===== src/ech_pkg.sv =====
`default_nettype none
// ----------------------------------------------------------------------------
// ech_pkg: shared definitions for the event charge histogrammer
// Field widths, register reset values, command and queue entry types.
// ----------------------------------------------------------------------------
package ech_pkg;

	localparam int NUM_BINS_DEF    = 16384;
	localparam int MAX_SAMPLES_DEF = 4096;
	localparam int SAMPLE_BITS_DEF = 16;

	localparam int SUM_W       = 28;
	localparam int SPE_W       = 13;
	localparam int COUNT_W     = 32;
	localparam int BIN_IDX_W   = 14;
	localparam int IDX_W       = 16;
	localparam int CMD_W       = 2;
	localparam int CFG_IDX_W   = 2;
	localparam int CFG_DATA_W  = 28;
	localparam int QUEUE_DEPTH = 4;

	localparam logic [SPE_W-1:0] SPE_RESET        = SPE_W'(16);
	localparam logic [SUM_W-1:0] RANGE_LOW_RESET  = SUM_W'(208000);
	localparam logic [SUM_W-1:0] RANGE_HIGH_RESET = SUM_W'(222000);

	typedef enum logic [CMD_W-1:0] {
		CMD_SAMPLE = 2'd0,
		CMD_READ   = 2'd1,
		CMD_CLEAR  = 2'd2
	} cmd_t;

	typedef enum logic [CFG_IDX_W-1:0] {
		CFG_SPE        = 2'd0,
		CFG_RANGE_LOW  = 2'd1,
		CFG_RANGE_HIGH = 2'd2
	} cfg_idx_t;

	typedef enum logic [1:0] {
		OP_EVENT = 2'd0,
		OP_READ  = 2'd1,
		OP_CLEAR = 2'd2
	} op_kind_t;

	typedef enum logic {
		RES_EVENT = 1'b0,
		RES_READ  = 1'b1
	} res_kind_t;

	typedef enum logic [1:0] {
		BK_IDLE,
		BK_WAIT,
		BK_CLEAR
	} bk_state_t;

	typedef struct packed {
		op_kind_t          kind;
		logic [SUM_W-1:0]  sum;
		logic              hit;
		logic [IDX_W-1:0]  idx;
	} op_t;

endpackage
`default_nettype wire


===== src/ech_fifo.sv =====
`default_nettype none
// ----------------------------------------------------------------------------
// ech_fifo: operation queue
// Short queue of classified operations between the front and back ends.
// ----------------------------------------------------------------------------
module ech_fifo import ech_pkg::*; (
	input  logic clk,
	input  logic arst_n,
	input  logic push_valid,
	input  op_t  push_op,
	output logic push_ready,
	output logic pop_valid,
	output op_t  pop_op,
	input  logic pop_ready
);
	localparam int PTR_W = $clog2(QUEUE_DEPTH);
	localparam int CNT_W = $clog2(QUEUE_DEPTH + 1);
	localparam logic [PTR_W-1:0] LAST_PTR = PTR_W'(QUEUE_DEPTH - 1);

	op_t              slot_q [QUEUE_DEPTH];
	logic [PTR_W-1:0] wr_ptr_q;
	logic [PTR_W-1:0] rd_ptr_q;
	logic [CNT_W-1:0] cnt_q;
	logic             push;
	logic             pop;

	assign push_ready = (cnt_q != CNT_W'(QUEUE_DEPTH));
	assign pop_valid  = (cnt_q != '0);
	assign pop_op     = slot_q[rd_ptr_q];
	assign push       = push_valid && push_ready;
	assign pop        = pop_valid && pop_ready;

	always_ff @(posedge clk or negedge arst_n) begin
		if (!arst_n) begin
			wr_ptr_q <= '0;
			rd_ptr_q <= '0;
			cnt_q    <= '0;
		end else begin
			if (push) begin
				wr_ptr_q <= (wr_ptr_q == LAST_PTR) ? '0 : wr_ptr_q + PTR_W'(1);
			end
			if (pop) begin
				rd_ptr_q <= (rd_ptr_q == LAST_PTR) ? '0 : rd_ptr_q + PTR_W'(1);
			end
			if (push && !pop) begin
				cnt_q <= cnt_q + CNT_W'(1);
			end else if (pop && !push) begin
				cnt_q <= cnt_q - CNT_W'(1);
			end
		end
	end

	always_ff @(posedge clk) begin
		if (push) begin
			slot_q[wr_ptr_q] <= push_op;
		end
	end

endmodule
`default_nettype wire


===== config.mk =====
export PLATFORM = sky130hd
export DESIGN_NAME = ech_fifo
export DESIGN_NICKNAME = d
export VERILOG_FILES = /design/src/ech_pkg.sv /design/src/ech_fifo.sv
export SDC_FILE = /design/constraint.sdc
export NUM_CORES = 1
export LEC_CHECK = 0
export BUFFER_PORTS_ARGS = -buffer_cell sky130_fd_sc_hd__buf_2
export CORE_UTILIZATION = 51
export DETAILED_ROUTE_END_ITERATION = 8
export PLACE_DENSITY = 0.75
export SETUP_SLACK_MARGIN = 0.4
export SKIP_LAST_GASP = 1
export SLEW_MARGIN = 15
export SYNTH_ARGS = -nofsm -noshare
export SYNTH_HDL_FRONTEND = slang
export SYNTH_SLANG_ARGS = --single-unit

===== constraint.sdc =====
create_clock -name clk -period 2.3 [get_ports clk]
set_input_delay 0.23 -clock clk [delete_from_list [all_inputs] [get_ports clk]]
set_output_delay 0.23 -clock clk [all_outputs]
set_load 0.05 [all_outputs]

Yosys cells after proc, flatten, opt, wreduce, memory -nomap -nowiden:

Memories as Yosys holds them, arrays and structs flattened.
Cells that the tools add are included.

* muxes and demuxes: 6
* add/subtract/negate cells: 4
* equality and inequality tests: 3
* reduce and logical (&&, ||, !) cells: 8

Operator list (count)
* 3-bit two-way mux: 2
* 2-bit by 1-bit adder with 2-bit output (second input constant): 2
* 2-bit equality test (second input constant): 2
* 1-bit logical AND: 4
* 2-bit two-way mux: 2
* 3-bit by 1-bit adder with 3-bit output (second input constant): 1
* 3-bit inequality test (second input constant): 1
* 3-bit nonzero test: 1
* 3-bit by 1-bit subtractor with 3-bit output (second input constant): 1
* 1-bit logical NOT: 2
* 1-bit two-way mux: 2
* 2-bit nonzero test: 1

* output and inout port bits: 49
* flip-flop bits (word level): 7
* logic and storage cells: 25
* memories: 1
* input bits: 51
* RAM bits: 188

Memory list
* slot_q: depth 4, bits a word 47, rd ports 1, clocked after memory_dff 0, write ports 1, RTL line ech_fifo.sv:20 `op_t slot_q [QUEUE_DEPTH];`

Depth between registers and ports, before layout:

Gate-level depths: netlist of run 1.

* depth after elaboration: 6
* gate-level depth with buffers: 8
* depth with buffers taken out: 8

Worst setup path before layout of run 1:

No wires, ideal clock.

* path kind: register to register
* start: register cnt_q[0]
* end: memory slot_q[3][0] in the netlist's numbering (enable)
* path buffers: 0
* period minus slack after synthesis: 2.394 ns
* arrival: 1.985 ns
* stages on the path, launching flop included: 4
* data required time: 1.891 ns
* setup slack: -0.094 ns
* setup time: 0.409 ns
* path through: dfrtp_1 nor2_1 a21boi_1 and2_1

* longest elaborated chain between the ends: 4

Ends and longest elaborated chain
* from (decl): RTL line ech_fifo.sv:23 `logic [CNT_W-1:0] cnt_q;`
* from (signal assigned): RTL line ech_fifo.sv:46 `cnt_q <= cnt_q + CNT_W'(1);`
* from (signal assigned): RTL line ech_fifo.sv:48 `cnt_q <= cnt_q - CNT_W'(1);`
* 3-bit inequality test: RTL line ech_fifo.sv:27 `assign push_ready = (cnt_q != CNT_W'(QUEUE_DEPTH));`
* 1-bit logical AND: RTL line ech_fifo.sv:30 `assign push = push_valid && push_ready;`
* via push: RTL line ech_fifo.sv:24 `logic push;`
* 1-bit two-way mux: RTL line ech_fifo.sv:54 `if (push) begin`
* 1-bit two-way mux (not written as such): RTL line ech_fifo.sv:55 `slot_q[wr_ptr_q] <= push_op;`
* to (decl): RTL line ech_fifo.sv:20

The timed path passes the listed nets, and every way through them passes these cells.

==> flow_summary.ini, run 1 <==
[worst_setup_path]
critPathKind = flip-flop to primary output
cp-end-kind = primary output
arrival_ns = 1.88
start_kind = flip-flop
r2r_cells = 8
r2r_setup_slack_ns = 0.37
cp.required_ns = 2.07
crit_family = multiplexers
max_stage_delay_ns = 0.54
crit_path_top_delay_cell = mux4_2
crit_fanout = 8
path_cells = buf_4 -> mux4_2 -> buf_2
path_depth = 3
crit_buf_inv = 2

[timing]
maxSlewViolCount = 0
relSlewSlack_pct = 77.3
finClkSkew_ns = 0.00719
finalHoldViolations = 0
setup_viol = 0
fmax_ghz = 0.474
fin_ws_ns = 0.190
rsz0062_at_grt = true
setup_tns_ns = 0
holdWs_ns = 0.0174
min_period_ns = 2.11
tightest_slew_ns = 0.340
final.period_utilization_pct = 91.7

[run_status]
outcome = finished, final reports clean

[power_and_ir_drop]
p_leak_nw = 3.15
vdd_drop_max_mv = 0.866
p_per_area_nw_per_um2 = 1470
finalPower_w = 0.0132

[routing]
drc = 0
drt_iter0_drc = 177
wl_per_cell_um = 19.6
drt_pass1_iterations = 4
antenna_left = 0
routed_wl_mm = 12.2
viasPerCell = 5.35
vias = 3330

[clock_tree]
cts_sinks = 195
numCtsBuffers = 17
htreeDepth = 4
tritoncts = built
clockBufferDepth = 2
worstSkewPairLatency_ns = 0.43
cts-root-buf = clkbuf_16
clk_pin_slew_worst_paths_ns = 0.07

[yosys]
synth-edff-count = 188
syn-num-nets = 341
synth-async-reset-ratio_pct = 3.59
yosys.area.top_type = edfxtp_1
yosysWarningCount = 0
yosys.area.top_type_share_pct = 78.0
yosys-top-cells-area = edfxtp_1 (78%), mux4_2 (14%), dfrtp_1 (2.4%)
postSynthAreaPerCell_um2 = 25.6
synth_cell_type_count = 20
synth_seq_cells = 195
synthTopCellsByCount = edfxtp_1 (188), mux4_2 (45), dfrtp_1 (7)
yosysMostFrequentCell = edfxtp_1
synth_ff_type = edfxtp_1
syn_inst = 283
yosysSeqAreaShare_pct = 80.5
netlist_area_um2 = 7230

[grt]
overflow = 0
grt_pass1_vias = 3601
antenna_found_initial = 0
grtUsageTotal_pct = 18.4
grt_max_degree = 31
grt_pass1_wl_mm = 18.9

[finish]
syn_to_final_growth_pct = 24.6
fin_util_pct = 64.9
drive_gt1_share_pct = 48.5
antenna_cells = 0
nNetsFinal = 488

[worst_hold_path]
worstHoldPathType = input pin to flip-flop
whs_path_depth = 1

[floorplanning]
core_area_um2 = 13900
ios = 100
die_h_um = 121
initial_core_util_pct = 52.1
num_rows = 43
die_w_um = 121
dieArea_um2 = 14700

[flow_run]
drv_cap = 0

[placed_design]
port-buffer-count = 99
place.gp.congestion = 0.689
pre_cts_ws_ns = 0.269
place_hpwl_mm = 7.52
-- what timing repair did --
action / in CTS / in global routing
gates resized for setup: 28 / 1
endpoints found under the hold margin: 74 / 0
buffers inserted: 6 / 1
setup endpoints to repair: 132 / 50
hold buffers: 19 / 0
pin swaps: 4 / 0
-- cell families after synthesis --
family	Yosys count	share of synthesized area, %
flops	195	80.5
xor+xnor	3	0.363
fa+ha+maj	7	1.31
buf+inv	14	1.49
mux	52	15.5
simple gates	11	0.744
compound gates	1	0.104
-- metal layers --
layer / wire [µm] / share of wire [%] / GRT usage (%)
met1: 5100 / 42 / 23.4
met2: 6320 / 52 / 30.0
met3: 611 / 5.0 / 5.17
met4: 187 / 1.5 / 7.64
met5: 0 / 0 / 0
-- sequential cells by signal (all words and copies together), names as in the netlist --
| name | flops |
|---|---|
| slot_q | 188 |
| cnt_q | 3 |
| wr_ptr_q | 2 |
| rd_ptr_q | 2 |
-- final timing paths --
check | start | end
max in group asynchronous | arst_n | rd_ptr_q[0]
max reg2reg | cnt_q[0] | cnt_q[2]
min | push_op[29] | slot_q[0][29]
max | rd_ptr_q[0] | pop_op[22]
min in group asynchronous | arst_n | cnt_q[2]
min reg2reg | wr_ptr_q[1] | wr_ptr_q[1]
-- cell type report --
class	instances	area, µm²
flip-flops and latches	195	5830
fillers	950	4870
multi-input cells	74	1350
repair buffers	139	1020
clock buffers	22	484
well taps	180	225
clock inverters	10	98.8
inverters	3	11.3
-- stage by stage --
step | instance area (µm²) | std cells
after floorplan | 7270 | 283
after global placement | 8100 | 565
after detailed placement | 8100 | 565
after CTS | 9000 | 622
after global routing | 9010 | 623
final | 9010 | 623
-- layout by cell type, fill, tap and decap left out, drive strengths merged --
master,n
a21boi,1
and2,4
buf,120
bufinv,1
clkbuf,22
clkinv,5
clkinvlp,2
dfrtp,7
dlygate4sd3,19
edfxtp,188
fa,1
ha,6
inv,5
mux2,5
mux4,47
nand2,2
nor2,4
or3,1
xnor2,1
xor2,2
-- where the power goes --
part / switching [W] / internal (W) / total (W)
Clock: 0.00121 / 0.00161 / 0.00283
Combinational: 0.00349 / 0.00198 / 0.00548
Sequential: 0.000215 / 0.00470 / 0.00492
Total: 0.00492 / 0.00830 / 0.0132
No activity file was read; power rests on OpenSTA's default activity.
==> run 2, diff against run 1 <==
- CORE_ASPECT_RATIO: not set -> 0.8
- HOLD_SLACK_MARGIN: not set -> 0.12
- REMOVE_ABC_BUFFERS: not set -> 1
==> run 2 against run 1 <==
Net effect:
- critical path depth is 1 higher
- utilization up 5.7 points
- non-clock buffer count rose by 39
- design area rose by 7.3%
- via count up 7.5%
- sequential share of layout area is 4.4 points lower
- count of clock-buffer cells in the layout decreased by 3
- combinational power up 20%
- critical path type unchanged
- largest cell class unchanged
==> flow_summary.ini, run 2 (synthesis gave the netlist of run 1 again) <==
[run_status]
outcome = finished, final reports clean

[grt]
grtUsageTotal_pct = 19.1
grt_max_degree = 38
grt_pass1_vias = 3688
grt_use_met3_pct = 5.49
use_met1_pct = 24.3
grt_pass1_wl_mm = 19.7
top_usage_layer = met2
overflow = 0
met2_usage_pct = 31.3
antenna_found_initial = 1

[power_and_ir_drop]
finalPower_w = 0.0143
share_comb_of_total_power_pct = 45.8
pwr-share-clk_pct = 19.8
p_per_area_nw_per_um2 = 1480
seqPwrFrac_pct = 34.3
p_leak_nw = 3.41
vdd_drop_max_mv = 1.08
p_switching_w = 0.00524
intPower_w = 0.00906
switching_share_pct = 36.6

[finish]
final_common_cell = edfxtp_1
final_cell_mix = edfxtp_1 (188), buf_2 (52), buf_6 (49), dlygate4sd3_1 (48), mux4_2 (47)
reg_top3 = slot_q x188, cnt_q x3
nNetsFinal = 527
instances_no_fill = 663
largest_reg_flops = 188
top_register = slot_q
syn_to_final_growth_pct = 33.7
drive_gt1_share_pct = 45.9

[worst_setup_path]
cp.required_ns = 2.07
critPathKind = flip-flop to primary output
crit_fanout = 8
start_kind = flip-flop
arrival_ns = 1.86
cp-end-kind = primary output

[clock_tree]
htreeDepth = 4
cts-root-buf = clkbuf_16
cts_sinks = 195
worstSkewPairLatency_ns = 0.43
clockBufferDepth = 2
tritoncts = built
numCtsBuffers = 17
clk_pin_slew_worst_paths_ns = 0.07

[timing]
relSlewSlack_pct = 77.8
maxSlewViolCount = 0
setup_tns_ns = 0
min_period_ns = 2.09
finalHoldViolations = 0
fin_ws_ns = 0.208
tightest_slew_ns = 0.333
holdWs_ns = 0.169
setup_viol = 0
fmax_ghz = 0.478
final.period_utilization_pct = 91.0
rsz0062_at_grt = true
finClkSkew_ns = 0.00989

[placed_design]
place.gp.congestion = 0.692
place_hpwl_mm = 7.63
port-buffer-count = 99
pre_cts_ws_ns = 0.175
dp.cells = 565

[floorplanning]
initial_core_util_pct = 52.8
die_h_um = 109
core_area_um2 = 13700
die_w_um = 135
dieArea_um2 = 14700
ios = 100
num_rows = 38

[routing]
drc = 0
viasPerCell = 5.40
wl_per_cell_um = 20.7
vias = 3581
antenna_left = 0
drt_iter0_drc = 206
drt_pass1_iterations = 4
routed_wl_mm = 13.7

[worst_hold_path]
worstHoldPathType = input pin to async pin

[flow_run]
drv_cap = 0
## run 2: cell types whose count changed in the layout (fill, tap and decap cells not counted), sizes merged
cell | before | now
bufinv | 1 | 2
buf | 120 | 127
diode | 0 | 1
inv | 5 | 6
clkinvlp | 2 | 3
dlygate4sd3 | 19 | 48
## run 2: layout make-up
type | count | area, µm²
clock inverter | 13 | 133
multi-input combinational | 74 | 1340
antenna | 1 | 2.50
fill | 803 | 4020
inverter | 3 | 11.3
tap | 180 | 225
timing repair buffer | 178 | 1710
sequential | 195 | 5830
clock buffer | 19 | 433
## run 2: worst paths after layout
check                            startpoint          end  slack (ns)  cells past startpoint
max in group asynchronous            arst_n  rd_ptr_q[0]        1.94                      2
worst min-delay path                 arst_n  wr_ptr_q[1]        0.17                      2
worst max register to register     cnt_q[1]     cnt_q[2]        0.39                      8
worst max-delay path            rd_ptr_q[0]   pop_op[27]        0.21                      4
worst min register to register     cnt_q[2]     cnt_q[2]        0.55                      1
min in group clk                  pop_ready     cnt_q[0]        0.23                      4
## run 2: worst max-delay path: stages (launching register included)
cell	delay, ns
dfrtp_4	0.49
buf_4	0.17
clkbuf_16	0.17
mux4_2	0.44
buf_6	0.17
## run 2: through the flow
stage / cell area, µm² / util (%)
global placement: 8060 / 58.9
global route: 9670 / 70.6
detailed placement: 8060 / 58.9
floorplan: 7140 / -
finish: 9670 / 70.6
CTS: 9270 / 67.7
## run 2: repair_timing
| action | CTS | global route |
|---|---|---|
| cloned | 0 | 3 |
| hold buffers | 48 | 0 |
| hold endpoints to repair | 195 | 0 |
| pin swaps | 5 | 4 |
| setup buffers | 6 | 8 |
| setup endpoints to repair | 112 | 169 |
| resized for setup | 36 | 106 |
## run 2: per-layer routing
| layer | vias up | wire [µm] |
|---|---|---|
| li1 | 1579 | - |
| met4 | 0 | 201 |
| met2 | 135 | 6880 |
| met5 | - | 0 |
| met1 | 1850 | 5780 |
| met3 | 17 | 830 |
## run 2: power groups by stage
stage,clock network (W),logic [W],registers (W)
6_report,0.00284,0.00656,0.00491
5_1_grt,0.00301,0.00687,0.00496
4_1_cts,0.00289,0.00560,0.00493
3_5_place_dp,0,0.00510,0.00507
3_3_place_gp,0,0.00504,0.00501
2_1_floorplan,0,0.00359,0.00521
