**config.mk**
```make
export PLATFORM = sky130hd
export DESIGN_NAME = ech_front_flat
export DESIGN_NICKNAME = d
export VERILOG_FILES = /design/src/ech_pkg.sv /design/src/ech_if.sv /design/src/ech_front.sv /design/src/flat_wrapper.sv
export SDC_FILE = /design/constraint.sdc
export NUM_CORES = 1
export LEC_CHECK = 0
export BUFFER_PORTS_ARGS = -buffer_cell sky130_fd_sc_hd__buf_2
export CAP_MARGIN = 20
export CORE_UTILIZATION = 37
export CTS_CLUSTER_SIZE = 12
export DETAILED_ROUTE_END_ITERATION = 8
export GPL_ROUTABILITY_DRIVEN = 0
export HOLD_SLACK_MARGIN = 0.05
export PLACE_DENSITY_LB_ADDON = 0.08
export SYNTH_ARGS = -nofsm -noshare
export SYNTH_HDL_FRONTEND = slang
export SYNTH_SLANG_ARGS = --single-unit
export TNS_END_PERCENT = 50
```
**constraint.sdc**
```tcl
create_clock -name clk -period 7.95 [get_ports clk]
set_input_delay 1.1925 -clock clk [delete_from_list [all_inputs] [get_ports clk]]
set_output_delay 1.1925 -clock clk [all_outputs]
set_load 0.01 [all_outputs]
```
**src/ech_pkg.sv**
```systemverilog
`default_nettype none
// ----------------------------------------------------------------------------
// ech_pkg: shared definitions for the event charge histogrammer
// Field widths, register reset values, command and queue entry types.
// ----------------------------------------------------------------------------
package ech_pkg;

	localparam int NUM_BINS_DEF    = 16384;
	localparam int MAX_SAMPLES_DEF = 4096;
	localparam int SAMPLE_BITS_DEF = 16;

	localparam int SUM_W       = 28;
	localparam int SPE_W       = 13;
	localparam int COUNT_W     = 32;
	localparam int BIN_IDX_W   = 14;
	localparam int IDX_W       = 16;
	localparam int CMD_W       = 2;
	localparam int CFG_IDX_W   = 2;
	localparam int CFG_DATA_W  = 28;
	localparam int QUEUE_DEPTH = 4;

	localparam logic [SPE_W-1:0] SPE_RESET        = SPE_W'(16);
	localparam logic [SUM_W-1:0] RANGE_LOW_RESET  = SUM_W'(208000);
	localparam logic [SUM_W-1:0] RANGE_HIGH_RESET = SUM_W'(222000);

	typedef enum logic [CMD_W-1:0] {
		CMD_SAMPLE = 2'd0,
		CMD_READ   = 2'd1,
		CMD_CLEAR  = 2'd2
	} cmd_t;

	typedef enum logic [CFG_IDX_W-1:0] {
		CFG_SPE        = 2'd0,
		CFG_RANGE_LOW  = 2'd1,
		CFG_RANGE_HIGH = 2'd2
	} cfg_idx_t;

	typedef enum logic [1:0] {
		OP_EVENT = 2'd0,
		OP_READ  = 2'd1,
		OP_CLEAR = 2'd2
	} op_kind_t;

	typedef enum logic {
		RES_EVENT = 1'b0,
		RES_READ  = 1'b1
	} res_kind_t;

	typedef enum logic [1:0] {
		BK_IDLE,
		BK_WAIT,
		BK_CLEAR
	} bk_state_t;

	typedef struct packed {
		op_kind_t          kind;
		logic [SUM_W-1:0]  sum;
		logic              hit;
		logic [IDX_W-1:0]  idx;
	} op_t;

endpackage
`default_nettype wire

```
**src/ech_if.sv**
```systemverilog
`default_nettype none
// ----------------------------------------------------------------------------
// ech_if: channel interfaces of the event charge histogrammer
// Request, response and register write channels with valid/ready handshake.
// ----------------------------------------------------------------------------
interface ech_req_if import ech_pkg::*; #(
	parameter int SAMPLE_BITS = SAMPLE_BITS_DEF
) ();
	logic                   valid;
	logic                   ready;
	logic [CMD_W-1:0]       command;
	logic [SAMPLE_BITS-1:0] sample_value;
	logic [BIN_IDX_W-1:0]   bin_index;

	modport source (output valid, command, sample_value, bin_index, input ready);
	modport sink (input valid, command, sample_value, bin_index, output ready);
endinterface


interface ech_cfg_if import ech_pkg::*; ();
	logic                  valid;
	logic                  ready;
	logic [CFG_IDX_W-1:0]  index;
	logic [CFG_DATA_W-1:0] data;

	modport source (output valid, index, data, input ready);
	modport sink (input valid, index, data, output ready);
endinterface
`default_nettype wire

```
**src/ech_front.sv**
```systemverilog
`default_nettype none
// ----------------------------------------------------------------------------
// ech_front: request intake and event integration
// Holds the registers, sums samples into events and classifies operations.
// ----------------------------------------------------------------------------
module ech_front import ech_pkg::*; #(
	parameter int NUM_BINS    = NUM_BINS_DEF,
	parameter int MAX_SAMPLES = MAX_SAMPLES_DEF
) (
	input  logic      clk,
	input  logic      arst_n,
	ech_cfg_if.sink   cfg,
	ech_req_if.sink   req,
	input  logic      init_busy,
	output logic      push_valid,
	output op_t       push_op,
	input  logic      push_ready
);
	localparam int MS_W  = $clog2(MAX_SAMPLES + 1);
	localparam int CMP_W = (MS_W > SPE_W) ? MS_W : SPE_W;
	localparam logic [CMP_W-1:0] MAX_N   = CMP_W'(MAX_SAMPLES);
	localparam logic [SUM_W-1:0] BINS_SZ = SUM_W'(NUM_BINS);

	logic [SPE_W-1:0]     spe_q;
	logic [SUM_W-1:0]     low_q;
	logic [SUM_W-1:0]     high_q;
	logic [SUM_W-1:0]     rsum_q;
	logic [SPE_W-1:0]     cnt_q;
	logic                 valid_s1;
	op_kind_t             kind_s1;
	logic [SUM_W-1:0]     sum_s1;
	logic [BIN_IDX_W-1:0] idx_s1;

	logic                 accept;
	logic [CMP_W-1:0]     spe_ext;
	logic [CMP_W-1:0]     n_eff;
	logic [SUM_W:0]       sum_wide;
	logic [SUM_W-1:0]     sum_sat;
	logic [SPE_W-1:0]     cnt_inc;
	logic                 ev_done;
	logic                 sample_go;
	logic                 load;
	op_kind_t             kind_d;
	logic                 range_ok;
	logic [SUM_W-1:0]     k_ev;
	logic [SUM_W-1:0]     span;
	logic [SUM_W-1:0]     idx_ext;
	logic                 ev_hit;
	logic                 rd_hit;

	assign cfg.ready = 1'b1;
	assign req.ready = !init_busy && (!valid_s1 || push_ready);
	assign accept    = req.valid && req.ready;

	assign spe_ext   = CMP_W'(spe_q);
	assign n_eff     = (spe_ext > MAX_N) ? MAX_N : spe_ext;
	assign sum_wide  = {1'b0, rsum_q} + (SUM_W + 1)'(req.sample_value);
	assign sum_sat   = sum_wide[SUM_W] ? '1 : sum_wide[SUM_W-1:0];
	assign cnt_inc   = cnt_q + SPE_W'(1);
	assign ev_done   = (CMP_W'(cnt_inc) >= n_eff);
	assign sample_go = accept && (cmd_t'(req.command) == CMD_SAMPLE) && (spe_q != '0);

	always_comb begin
		load   = 1'b0;
		kind_d = OP_EVENT;
		if (accept) begin
			unique case (cmd_t'(req.command))
				CMD_SAMPLE: begin
					load   = (spe_q != '0) && ev_done;
					kind_d = OP_EVENT;
				end
				CMD_READ: begin
					load   = 1'b1;
					kind_d = OP_READ;
				end
				CMD_CLEAR: begin
					load   = 1'b1;
					kind_d = OP_CLEAR;
				end
				default: begin
					load = 1'b0;
				end
			endcase
		end
	end

	always_ff @(posedge clk or negedge arst_n) begin
		if (!arst_n) begin
			spe_q    <= SPE_RESET;
			low_q    <= RANGE_LOW_RESET;
			high_q   <= RANGE_HIGH_RESET;
			rsum_q   <= '0;
			cnt_q    <= '0;
			valid_s1 <= 1'b0;
		end else begin
			if (cfg.valid && cfg.ready) begin
				unique case (cfg_idx_t'(cfg.index))
					CFG_SPE:        spe_q  <= cfg.data[SPE_W-1:0];
					CFG_RANGE_LOW:  low_q  <= cfg.data[SUM_W-1:0];
					CFG_RANGE_HIGH: high_q <= cfg.data[SUM_W-1:0];
					default: begin
					end
				endcase
			end
			if (sample_go) begin
				if (ev_done) begin
					rsum_q <= '0;
					cnt_q  <= '0;
				end else begin
					rsum_q <= sum_sat;
					cnt_q  <= cnt_inc;
				end
			end
			if (load) begin
				valid_s1 <= 1'b1;
			end else if (push_ready) begin
				valid_s1 <= 1'b0;
			end
		end
	end

	always_ff @(posedge clk) begin
		if (load) begin
			kind_s1 <= kind_d;
			sum_s1  <= sum_sat;
			idx_s1  <= req.bin_index;
		end
	end

	// The store is kept in reversed order, so an event lands in bin high-1-sum.
	assign range_ok = (low_q < high_q);
	assign k_ev     = high_q - SUM_W'(1) - sum_s1;
	assign span     = high_q - low_q;
	assign idx_ext  = SUM_W'(idx_s1);
	assign ev_hit   = range_ok && (sum_s1 >= low_q) && (sum_s1 < high_q) && (k_ev < BINS_SZ);
	assign rd_hit   = range_ok && (idx_ext < BINS_SZ) && (idx_ext < span);

	assign push_valid   = valid_s1;
	assign push_op.kind = kind_s1;
	assign push_op.sum  = sum_s1;
	assign push_op.hit  = (kind_s1 == OP_EVENT) ? ev_hit : rd_hit;
	assign push_op.idx  = (kind_s1 == OP_EVENT) ? IDX_W'(k_ev) : IDX_W'(idx_s1);

endmodule
`default_nettype wire

```
**src/flat_wrapper.sv**
```systemverilog
// flat-port wrapper written by rule: the top's interface ports become plain ports
module ech_front_flat import ech_pkg::*;
#(
	parameter int NUM_BINS    = NUM_BINS_DEF,
	parameter int MAX_SAMPLES = MAX_SAMPLES_DEF
)
  (clk, arst_n, init_busy, push_valid, push_op, push_ready, cfg_valid, cfg_index, cfg_data, cfg_ready, req_valid, req_command, req_sample_value, req_bin_index, req_ready);
  ech_cfg_if cfg_i ();
  ech_req_if req_i ();
  input  logic clk;
  input  logic arst_n;
  input  logic init_busy;
  output logic push_valid;
  output op_t push_op;
  input  logic push_ready;
  input wire logic [$bits(cfg_i.valid)-1:0] cfg_valid;
  input wire logic [$bits(cfg_i.index)-1:0] cfg_index;
  input wire logic [$bits(cfg_i.data)-1:0] cfg_data;
  output wire logic [$bits(cfg_i.ready)-1:0] cfg_ready;
  input wire logic [$bits(req_i.valid)-1:0] req_valid;
  input wire logic [$bits(req_i.command)-1:0] req_command;
  input wire logic [$bits(req_i.sample_value)-1:0] req_sample_value;
  input wire logic [$bits(req_i.bin_index)-1:0] req_bin_index;
  output wire logic [$bits(req_i.ready)-1:0] req_ready;
  assign cfg_i.valid = cfg_valid;
  assign cfg_i.index = cfg_index;
  assign cfg_i.data = cfg_data;
  assign cfg_ready = cfg_i.ready;
  assign req_i.valid = req_valid;
  assign req_i.command = req_command;
  assign req_i.sample_value = req_sample_value;
  assign req_i.bin_index = req_bin_index;
  assign req_ready = req_i.ready;
  ech_front #(.NUM_BINS(NUM_BINS), .MAX_SAMPLES(MAX_SAMPLES)) u_core (.clk(clk), .arst_n(arst_n), .cfg(cfg_i), .req(req_i), .init_busy(init_busy), .push_valid(push_valid), .push_op(push_op), .push_ready(push_ready));
endmodule
```
======== After elaboration in Yosys (flattened, before gate mapping) ========
Cells that the tools add are included.
storage, ports and cells
  bits in registers ....................... 155
  output and inout port bits .............. 50
  word-level logic and storage cells ...... 59
cells by class
  add/subtract/negate cells ............... 5
  order comparisons ....................... 8
  equality and inequality tests ........... 4
  mux-type cells .......................... 11
  reduce and logical (&&, ||, !) cells .... 22
operators by type and width
  operator                                                                        count
  28-bit less-than comparator                                                     2
  28-bit 2-to-1 mux                                                               2
  28-bit subtractor                                                               2
  28-bit by 16-bit adder with 29-bit output                                       1
  28-bit >= comparator                                                            1
  14-bit by 28-bit less-than comparator with 1-bit output                         1
  28-bit by 15-bit less-than comparator with 1-bit output, second input constant  1
  28-bit by 1-bit subtractor with 28-bit output, second input constant            1
  13-bit 2-to-1 mux                                                               2
  16-bit 2-to-1 mux                                                               1
  14-bit by 15-bit less-than comparator with 1-bit output, second input constant  1
  13-bit by 1-bit adder with 13-bit output, second input constant                 1
  13-bit >= comparator                                                            1
  13-bit > comparator, second input constant                                      1
  13-bit nonzero test                                                             1
  1-bit logical AND                                                               10
  2-bit zero test                                                                 3
  2-bit AND reduction                                                             3
  2-bit by 1-bit equality test with 1-bit output, second input constant           2
  2-bit equality test, second input constant                                      2
  1-bit 2-to-1 mux                                                                4
  2-bit one-hot mux with 2 select lines                                           1
  1-bit zero test                                                                 2
  1-bit one-hot mux with 2 select lines                                           1
  other kinds (3)                                                                 3

======== Depth between registers and ports, before layout ========
  word-level depth ........................ 7
  gate-level depth with buffers ........... 21
  gate-level depth less buffers ........... 21

======== Least setup slack after synthesis ========
OpenSTA, ideal clock, no wires.
  kind .................................... register to register
  start point ............................. reg u_core.cnt_q[0]
  end point ............................... reg u_core.idx_s1[0] (enable)
  arrival ................................. 5.891 ns
  data required time ...................... 7.450 ns
  path slack .............................. 1.559 ns
  cell stages (with the launch flop) ...... 16
  clock period less this slack ............ 6.391 ns
  path through ............................ dfrtp_1 > ha_1 > and3_1 > and3_1 > xor2_1 > ha_1 > nand4_1 > nor2_1 > o21ai_0 > a31oi_1 > o21ai_0 > a21oi_1 > or2_2 > clkbuf_1 > a21oi_1 > nor3_1
on the way
  cells in the longest elaborated chain, start to end .. 5
RTL lines
  item                                      RTL line          source
  start: declaration                        ech_front.sv:28   logic [SPE_W-1:0] cnt_q;
  start signal: assignment                  ech_front.sv:111  cnt_q <= cnt_inc;
  13-bit by 1-bit adder with 13-bit output  ech_front.sv:59   assign cnt_inc = cnt_q + SPE_W'(1);
  13-bit >= comparator                      ech_front.sv:60   assign ev_done = (CMP_W'(cnt_inc) >= n_eff);
  1-bit logical AND                         ech_front.sv:69   load = (spe_q != '0) && ev_done;
  1-bit one-hot mux with 2 select lines     ech_front.sv:67   unique case (cmd_t'(req.command))
  1-bit 2-to-1 mux                          ech_front.sv:66   if (accept) begin
  net u_core.load                           ech_front.sv:42   logic load;
  end signal: assignment                    ech_front.sv:126  idx_s1 <= req.bin_index;
  end: declaration                          ech_front.sv:32   logic [BIN_IDX_W-1:0] idx_s1;
The timed path passes the listed nets, and every way through them passes these cells.
A chain may end at the register's enable or synchronous reset.

==> reports/results.txt <==
Status = finished clean
Via density = 5.54
PortBufs = 116
Vias in the first global route = 10700
Antenna Nets Post-Route = 0
Synth area leader = dfrtp_1
Sequential power share = 28.7%
Final #Nets = 1738
Critical Path RT = 6.76 ns
Post-CTS setup buffers = 0
Most common cell after layout, fill and taps aside = ha_1
Post-Syn Instances = 1429
Core area = 33900 sq um
Share of the synthesized area in the top cell type = 18.6%
Synthesized netlist net count = 1658
EDFF count, synth = 44
Clk slew on worst S/H paths = 0.08 ns
Highest clock rate = 0.163 GHz
Routed WL per cell = 19.1 um
Hold depth = 1
Setup TNS = 0 ns
Worst-Margin Slew = 1.08 ns
IO Pins = 118
Clock root buffer = clkbuf_16
Drt pass-1 iters = 5
Die height = 189 um
Area Growth Syn to Fin = 12.1%
Tcrit/Tclk final = 77.0%
Pwr/cell area = 275 nW/um^2
Yosys warnings = 0
Initial core utilization = 38.0%
#FFs+latches synth = 155
Worst rel slew slack = 27.4%
CP startpoint kind = register
Iter 0 DRT Violations = 630
Most frequent cells in the layout = ha_1 (158), inv_1 (126), nand2_1 (125), buf_2 (115), a21oi_1 (104)
Clock Latency Late Sink = 0.45 ns
Post-synth ARST share = 71.6%
Crit path arrival time = 4.93 ns
Comb pwr share = 49.1%
First-pass GRT wire length = 59700 um
Pins Over Slew Limit = 0
Worst R2R Path Depth = 15
Tmin final = 6.12 ns
Cell Rows = 67
Pre-CTS WS = 2.31 ns
Depth of the CTS H-tree = 4
Hpwl dp = 29600 um
Sequential element share of the synthesized area = 32.0%
Unrepaired setup endpoints after global routing = no
Synth Cell Area = 12900 sq um
Peak supply drop = 0.179 mV
P_leak = 6.78 nW
Grt ovf = 0
Final setup margin = 1.83 ns
Gr usage total = 21.6%
Layout cell share with drive strength beyond 1 = 17.5%
Clock Power Share = 22.1%
Die ar. = 35600 sq um
Pint = 2.28 mW
# DRC = 0
DR vias = 10900
NetSw = 1.70 mW
# resized after CTS = 0
Clock sink total = 155
Critical path type = reg -> out
Max-cap viol count = 0
Synth cell types = 77
Main synth FF type = dfrtp_1
Die X = 189 um
CTS max path bufs = 2
CP Capture Type = primary output
CTS buffer count = 17
Synthesized area per cell = 9.02 sq um
Diode count = 0
Largest net degree at the start of global routing = 65
Switch share = 42.8%
Final WL = 37600 um
Hold/Removal Path Class = reg -> reg
Initial antenna violation count = 0
CP Max Fanout = 5
Hold Violations, Final = 0
Synth top area cells = dfrtp_1 (19%), ha_1 (15%), edfxtp_1 (10%)
Skew final = 0.0113 ns
CTS tree = done
CTS Hold Buffers Added = 0
Final setup fails = 0
==> worst max-delay path, cell delays in order, from the launching register on <==
cell      delay [ns]
dfrtp_1         0.43
inv_1           0.08
ha_1            0.16
inv_1           0.06
fa_1            0.42
a211oi_1        0.31
o21ai_0         0.13
o21ai_0         0.27
o21ai_0         0.30
a31oi_1         0.25
xor2_1          0.09
ha_1            0.19
or4_1           0.51
nor3_1          0.12
o21ai_0         0.13
o221ai_1        0.20
a22oi_1         0.10
o211ai_1        0.12
nor4_1          0.08
a41o_1          0.28
nor2_1          0.10
buf_2           0.14
==> power groups by stage <==
stage	logic [mW]	registers, mW	clock network, mW
detailed placement	1.94	1.15	0
finish	1.95	1.14	0.880
CTS	1.95	1.14	0.902
global placement	1.93	1.15	0
floorplan	1.47	1.10	0
global route	2.20	1.16	0.932
==> cell families after synthesis <==
group | synth area share, %
adder cells (fa/ha/maj) | 15.8
AND/OR/NAND/NOR | 14.7
AO/OA/AOI/OAI | 21.0
multiplexers | 6.91
other | 0.0291
flip-flops | 32.0
buffers and inverters | 5.70
XOR/XNOR | 3.87
==> per-layer routing <==
layer,vias to the layer above,global-route usage [%],share of wire [%]
met2,229,35.0,46
met3,39,2.68,3.5
met5,-,0,0
met1,5276,29.9,49
li1,5375,-,-
met4,0,6.48,2.0
==> flip-flops by register name, indices dropped and copies added (netlist names) <==
signal / count
u_core.push_valid: 1
u_core.low_q: 28
u_core.kind_s1: 2
u_core.idx_s1: 14
u_core.spe_ext: 13
u_core.high_q: 28
u_core.sum_s1: 28
u_core.rsum_q: 28
u_core.cnt_q: 13
==> cell usage after synthesis (4+ instances only) <==
library cell	n
o211ai_1	15
nand3b_1	4
nand3_1	31
nand2b_1	16
edfxtp_1	44
and2_1	7
a41oi_1	5
a211oi_1	21
a21oi_1	104
nor4_1	12
and3_1	28
ha_1	158
nor3_1	22
o31ai_1	4
mux2_2	72
o221ai_1	7
buf_2	8
nand4b_1	4
o21a_1	12
xor2_1	26
nand4_1	18
o21ai_0	101
mux2i_1	8
a22o_1	18
or2_2	7
inv_1	126
o21bai_1	8
dfstp_2	15
a31oi_1	19
a41o_1	5
a31o_2	5
nor3b_1	6
nand2_1	125
clkbuf_1	46
buf_1	5
xnor2_1	31
a21o_1	38
dfrtp_1	96
a211o_1	4
nor2_1	66
and4_1	8
nor2b_1	15
==> per-stage QoR <==
stage / total power, mW / instances / utilization (%) / cell area (sq um) / hold slack (ns)
4_1_cts: 3.99 / 1970 / 42.7 / 14500 / 0.511
6_report: 3.98 / 1970 / 42.7 / 14500 / 0.508
5_1_grt: 4.29 / 1970 / 42.7 / 14500 / 0.522
2_1_floorplan: 2.57 / 1429 / - / 12900 / 0.470
3_3_place_gp: 3.09 / 1938 / 40.8 / 13800 / 0.488
3_5_place_dp: 3.09 / 1938 / 40.8 / 13800 / 0.494
==> cell type report <==
| cell class | instances | area, sq um |
|---|---|---|
| Sequential cell | 155 | 4120 |
| Timing Repair Buffer | 123 | 636 |
| Tap cell | 448 | 561 |
| Clock buffer | 18 | 450 |
| Fill cell | 3457 | 19400 |
| Clock inverter | 14 | 169 |
| Inverter | 126 | 473 |
| Multi-Input combinational cell | 1086 | 8040 |
==> worst paths after layout <==
check                                      start           endpoint  slack [ns]
worst min register to register  u_core.low_q[23]   u_core.low_q[23]        0.51
max in group asynchronous                 arst_n   u_core.low_q[19]        5.79
worst max-delay path            u_core.high_q[0]        push_op[16]        1.83
worst min-delay path            u_core.low_q[23]   u_core.low_q[23]        0.51
min in group asynchronous                 arst_n   u_core.rsum_q[2]        0.77
worst max register to register   u_core.cnt_q[0]  u_core.idx_s1[13]        3.45
(Power assumes the default switching activity.)
